==> config.mk <==
export PLATFORM = sky130hd
export DESIGN_NAME = dsd_queue
export DESIGN_NICKNAME = d
export VERILOG_FILES = /design/src/rtl/core/dsd_pkg.sv /design/src/rtl/core/dsd_queue.sv
export SDC_FILE = /design/constraint.sdc
export NUM_CORES = 1
export LEC_CHECK = 0
export BUFFER_PORTS_ARGS = -buffer_cell sky130_fd_sc_hd__buf_4
export CORE_MARGIN = 2
export CORE_UTILIZATION = 30
export DETAILED_ROUTE_END_ITERATION = 10
export PLACE_DENSITY_LB_ADDON = 0.12
export SLEW_MARGIN = 20
export SYNTH_ARGS = -nofsm -noshare
export SYNTH_HDL_FRONTEND = slang
export SYNTH_SLANG_ARGS = --single-unit
==> constraint.sdc <==
create_clock -name i_clk -period 4.8 [get_ports i_clk]
set_input_delay 0 -clock i_clk [delete_from_list [all_inputs] [get_ports i_clk]]
set_output_delay 0 -clock i_clk [all_outputs]
set_load 0.01 [all_outputs]
==> src/rtl/core/dsd_pkg.sv <==
`timescale 1ns / 1ps
// Shared types and constants for the door signed distance pipeline.
package dsd_pkg;

    localparam int QUEUE_DEPTH = 4;
    localparam int QUEUE_AW    = $clog2(QUEUE_DEPTH);
    localparam int SQRT_STAGES = 32;
    localparam int CW          = 34;   // coordinate width at doubled scale
    localparam int CFG_DW      = 48;

    localparam logic [23:0] RST_DOOR_POS  = 24'd0;
    localparam logic [31:0] RST_ROTATION  = 32'h4000_0000;
    localparam logic [22:0] RST_WIDTH     = 23'd58982;
    localparam logic [22:0] RST_HEIGHT    = 23'd131072;
    localparam logic [47:0] RST_THICKNESS = 48'd28148010076717;

    typedef enum logic [2:0] {
        REG_DOOR_X          = 3'd0,
        REG_DOOR_Y          = 3'd1,
        REG_DOOR_Z          = 3'd2,
        REG_DOOR_ROTATION   = 3'd3,
        REG_LEAF_ROTATION   = 3'd4,
        REG_OPENING_WIDTH   = 3'd5,
        REG_OPENING_HEIGHT  = 3'd6,
        REG_PART_THICKNESS  = 3'd7
    } t_cfg_reg;

    typedef struct packed {
        logic signed [23:0] door_x;
        logic signed [23:0] door_y;
        logic signed [23:0] door_z;
        logic [31:0]        door_rotation;
        logic [31:0]        leaf_rotation;
        logic [22:0]        opening_width;
        logic [22:0]        opening_height;
        logic [47:0]        part_thickness;
    } t_cfg;

    // Point in door frame and in leaf frame, doubled scale.
    typedef struct packed {
        logic signed [CW-1:0] x;
        logic signed [CW-1:0] y;
        logic signed [CW-1:0] z;
        logic signed [CW-1:0] lx;
        logic signed [CW-1:0] ly;
    } t_frame_pt;

    typedef struct packed {
        logic full;
        logic empty;
    } t_q_stat;

endpackage

==> src/rtl/core/dsd_queue.sv <==
`timescale 1ns / 1ps
// Small FIFO between the front and back pipelines.
module dsd_queue
    import dsd_pkg::*;
(
    input  logic      i_clk,
    input  logic      i_rst_n,
    input  logic      i_push,
    input  t_frame_pt i_data,
    input  logic      i_pop,
    output t_frame_pt o_data,
    output t_q_stat   o_stat
);

    t_frame_pt           r_mem [0:QUEUE_DEPTH-1];
    logic [QUEUE_AW-1:0] r_wp, r_rp;
    logic [QUEUE_AW:0]   r_cnt;

    assign o_stat.full  = (r_cnt == (QUEUE_AW+1)'(QUEUE_DEPTH));
    assign o_stat.empty = (r_cnt == '0);
    assign o_data       = r_mem[r_rp];

    always_ff @(posedge i_clk) begin
        if (i_push) begin
            r_mem[r_wp] <= i_data;
        end
    end

    always_ff @(posedge i_clk) begin
        if (!i_rst_n) begin
            r_wp  <= '0;
            r_rp  <= '0;
            r_cnt <= '0;
        end else begin
            if (i_push) begin
                r_wp <= r_wp + 1'b1;
            end
            if (i_pop) begin
                r_rp <= r_rp + 1'b1;
            end
            if (i_push && !i_pop) begin
                r_cnt <= r_cnt + 1'b1;
            end else if (!i_push && i_pop) begin
                r_cnt <= r_cnt - 1'b1;
            end
        end
    end

endmodule

# Word-level counts from Yosys, hierarchy flattened
# Memory sizes are Yosys's and may differ from the RTL's. A register that Yosys moved wholly into a read port is not among the register bits.
# Cells that the tools add are included.
[op_classes]
n_reduce_logical = 6
add_sub_neg = 4
div_mod_pow = 0
n_shift = 0
multipliers = 0
bitwise = 0
n_mux = 6
order_cmp = 0
eq_ne = 1
[ops]
columns = ["op", "count"]
rows = [
  ["3-bit 2-to-1 mux", 2],
  ["2-bit by 1-bit adder with 2-bit output (second input constant)", 2],
  ["2-bit 2-to-1 mux", 2],
  ["3-bit by 1-bit adder with 3-bit output (second input constant)", 1],
  ["3-bit equality test (second input constant)", 1],
  ["3-bit zero test", 1],
  ["3-bit by 1-bit subtractor with 3-bit output (second input constant)", 1],
  ["1-bit logical AND", 2],
  ["1-bit zero test", 2],
  ["1-bit 2-to-1 mux", 2],
  ["2-bit nonzero test", 1],
]
[totals]
word_cells = 21
latchBits = 0
input_bits = 174
rom_bits = 0
register_bits = 7
n_memories = 1
mem_bits_rw = 680
[mem_list]
columns = ["name", "words", "word_bits", "rd", "rd_ports_with_merged_regs", "write_ports", "line", "rtl"]
rows = [
  ["r_mem", 4, 170, 1, 1, 1, "dsd_queue.sv:15", "t_frame_pt r_mem [0:QUEUE_DEPTH-1];"],
]

# Logic depth before layout (Yosys ltp)
[depth]
ltp_word = 4
ltp_mapped = 7
ltp_nobuf = 7

# Worst setup path before layout
# Ideal clock, no wire load.
[synth_timing]
path_type = "register -> register"
start = "register r_wp[0]"
end = "memory r_mem[0][0] in the netlist's numbering (enable)"
path_buffers = 0
setup_slack_ns = -0.168
t_required_ns = 4.250
arrival_time_ns = 4.419
setup_ns = 0.550
path_stages_with_launch = 4
period_less_slack_ns = 4.968
path_cell_list = "dfxtp_1 > inv_1 > ha_1 > and2_1"
[synth_lines]
columns = ["item", "line", "rtl"]
rows = [
  ["start: declaration", "dsd_queue.sv:16", "logic [QUEUE_AW-1:0] r_wp, r_rp;"],
  ["start signal: assignment", "dsd_queue.sv:36", "r_wp <= r_wp + 1'b1;"],
  ["end: declaration", "dsd_queue.sv:15", ""],
]
# No word-level cell before the write port.

==> key figures <==
Run status
  • Status: finished clean

Worst hold path
  • Hold WC Path Type: input port to register

Yosys
  • Synth Instances: between 900 and 1k
  • Mean post-synth cell area: 26.80 um2
  • Mapped cell area: 24950 um2
  • Top cells by area, synth: edfxtp_1, mux4_2, dfxtp_1, buf_6, buf_2
  • Synth Warn #: 0
  • Count of cell types in the netlist: 20
  • Post-synth net total: between 1k and 1.5k
  • Synth area leader: edfxtp_1
  • Sequential area share after synthesis: approximately 83%
  • Synth top area share: 81.84%
  • Synth Register Bits: between 600 and 700

GRT
  • Total track usage: 13.45%
  • Initial antenna violation count: 5
  • First-pass GRT wire length: around 86 mm
  • Largest net degree at the start of global routing: slightly below 80
  • Vias in the first global route: 13.34k
  • GRT overflow: 0

Die
  • Die height: about 290 um
  • Row cnt: 105
  • I/O pin cnt: approximately 350
  • Die W: between 200 and 300 um
  • Initial Util: between 30 and 40%
  • Die area: between 80000 and 90000 um2
  • Core region area: roughly 82000 um2

Drt
  • Iteration-0 DRC Markers: 647
  • Via-per-instance ratio: between 4 and 5
  • Antenna Nets Post-Route: 0
  • Drt first pass iters: 7
  • Total number of vias: approximately 12k
  • Final wirelength: 57.52 mm
  • DRC Markers: 0
  • Routed len/inst: 21.76 um

Clocking
  • Root Driver: clkbuf_16
  • Setup repair bufs after CTS: 0
  • Clk sink count: a little under 700
  • CTS tree: built
  • TritonCTS Buffers: between 70 and 80
  • Clock Latency Late Sink: around 620 ps
  • Longest Clk Path Bufs: 3
  • Clk pin slew, worst setup/hold paths: around 60 ps
  • CTS HTree Levels: 3
  • Post-CTS sizing: 0

Place
  • DP Wirelength: 33.24 mm
  • Port Buf Inserts: about 350
  • Final GP Congestion: 0.6909
  • Placement Cell Area: around 29000 um2
  • Placement Setup Slack: 2384 ps

STA
  • Max-slew violations: 0
  • Final-report setup violation count: 0
  • Fin. Hold Viols: 0
  • Layout Skew: 15.66 ps
  • Achievable Freq: about 0.37 GHz
  • Min Tclk post-route: between 2000 and 3000 ps
  • Slew of the pin with the lowest slew margin: 912.9 ps
  • Setup_tns: 0 ps
  • Worst rel slew slack: 39.14%
  • Fin worst setup slack: between 2000 and 2500 ps
  • RSZ-0062 raised after global routing: no
  • Hold slack: approximately 120 ps
  • Tcrit/Tclk final: ~56%

Worst setup path
  • Cells along the critical path: buf_4, mux4_2, buf_4
  • Slowest stage delay, CP: about 870 ps
  • Worst Path Max Fanout: 44
  • CP max stage cell: dfxtp_4
  • Crit start category: register
  • CP Capture Type: primary output
  • Kind of critical path: register to primary output
  • Critical Path Most Common Cell: buf_4
  • CP arrival: between 2000 and 3000 ps
  • Required time of the critical path: 4800 ps

Job
  • Maxcap violations: 0

Cells and area
  • Nets: 1693
  • Fillers: ~7.4k
  • Layout cells sized above 1: between 40% and 50%
  • Post-route cell area: between 30000 and 40000 um2
  • Area Overhead vs Synth: 33.12%

Power
  • PD cells: between 400 and 500 nW/um2
  • Peak supply drop: approximately 0.00024 V
  • Static leakage: around 11 nW
  • Pwr Total: approximately 0.014 W
where the power goes:
group	total (W)	internal [W]	switching, W
logic	0.00160	0.000826	0.000771
clock network	0.00580	0.00345	0.00236
registers	0.00700	0.00692	0.0000808
total	0.0144	0.0112	0.00321
sequential cells by signal, summed over array words and instances, names as in the netlist, named ones only:
register	flops
r_cnt	3
r_wp	2
r_mem	680
r_rp	2
final timing paths:
check | startpoint | to | slack [ps] | cells after the start
worst max-delay path | register | o_data[114] | 2120 | 3
worst min-delay path | i_data[32] | r_mem[2][32]$_DFFE_PP_ | 120 | 2
worst max register to register | r_wp[0]$_SDFFE_PN0P_ | r_mem[2][20]$_DFFE_PP_ | 2500 | 4
worst min register to register | r_cnt[2]$_SDFFE_PN0P_ | r_cnt[2]$_SDFFE_PN0P_ | 530 | 2
routing by layer:
layer  share of wire [%]  wire length (um)  vias up  global-route usage [%]
met2                  49             28130      306                   22.22
met3                 5.8              3342       96                   3.976
li1                    -                 -     5212                       -
met5               0.083                48        -                       0
met4                 2.4              1372        8                   3.890
met1                  43             24630     6335                   17.23
worst max-delay path: cells and delay by family, from the launching register on:
family / cells / cell delay, ps
flip-flops: 1 / 870
buffers and inverters: 2 / 740
multiplexers: 1 / 430
placed cells by master (no fill, tap or decap), types with 3 or more instances in the layout:
cell           Yosys  final
clkbuf_16          0     80
clkbuf_1           7     18
buf_12             0     10
clkinv_8           0      3
inv_1              4      4
and2_1             9      5
dfxtp_1            9      7
bufinv_16          0      7
xor2_1             3      3
buf_4              0    354
edfxtp_1         680    680
clkinv_1           0     17
and2_4             0      4
mux4_2           170    170
clkinv_2           0      8
ha_1               5      5
dlygate4sd3_1      0    174
cell families after synthesis:
logic type                 after synthesis  synth area share, %
AOI/OAI and AO/OA                        2              0.05014
xor gates and xnor gates                 5               0.1755
and+or+nand+nor                         15               0.3660
muxes                                  172                15.43
adders and majority gates                6               0.3310
DFF                                    689                82.56
buffers and inverters                   42                1.088
layout make-up:
cell class	count	area (um2)	share of cell area (%)
clock buffer	98	2069	6.231
clock inverter	41	437.9	1.318
tap	1070	1339	4.031
inverter	4	15.01	0.04520
antenna	1	2.502	0.007534
timing repair buffer	540	4654	14.01
sequential	689	20610	62.04
multi-input combinational	200	4089	12.31
repair_timing:
| item | CTS | global route |
|---|---|---|
| endpoints found under the setup margin | 0 | 0 |
| hold buffers | 174 | 0 |
| hold endpoints to repair | 689 | 0 |
per-stage QoR:
step	cells	utilization, %
2_1_floorplan	931	-
3_3_place_gp	2327	35.15
3_5_place_dp	2327	35.15
4_1_cts	2640	40.32
5_1_grt	2643	40.39
6_report	2643	40.39
cell usage after synthesis:
cell,n
nor3b_1,1
or3_1,1
buf_2,19
a21boi_0,1
o21ai_0,1
xnor2_1,2
fa_1,1
mux4_2,170
dfxtp_1,9
edfxtp_1,680
clkbuf_1,7
and2_1,9
buf_6,12
ha_1,5
mux2i_1,2
nor2b_1,2
inv_1,4
nor3_1,1
nand2_1,1
xor2_1,3
(Power assumes the default switching activity.)
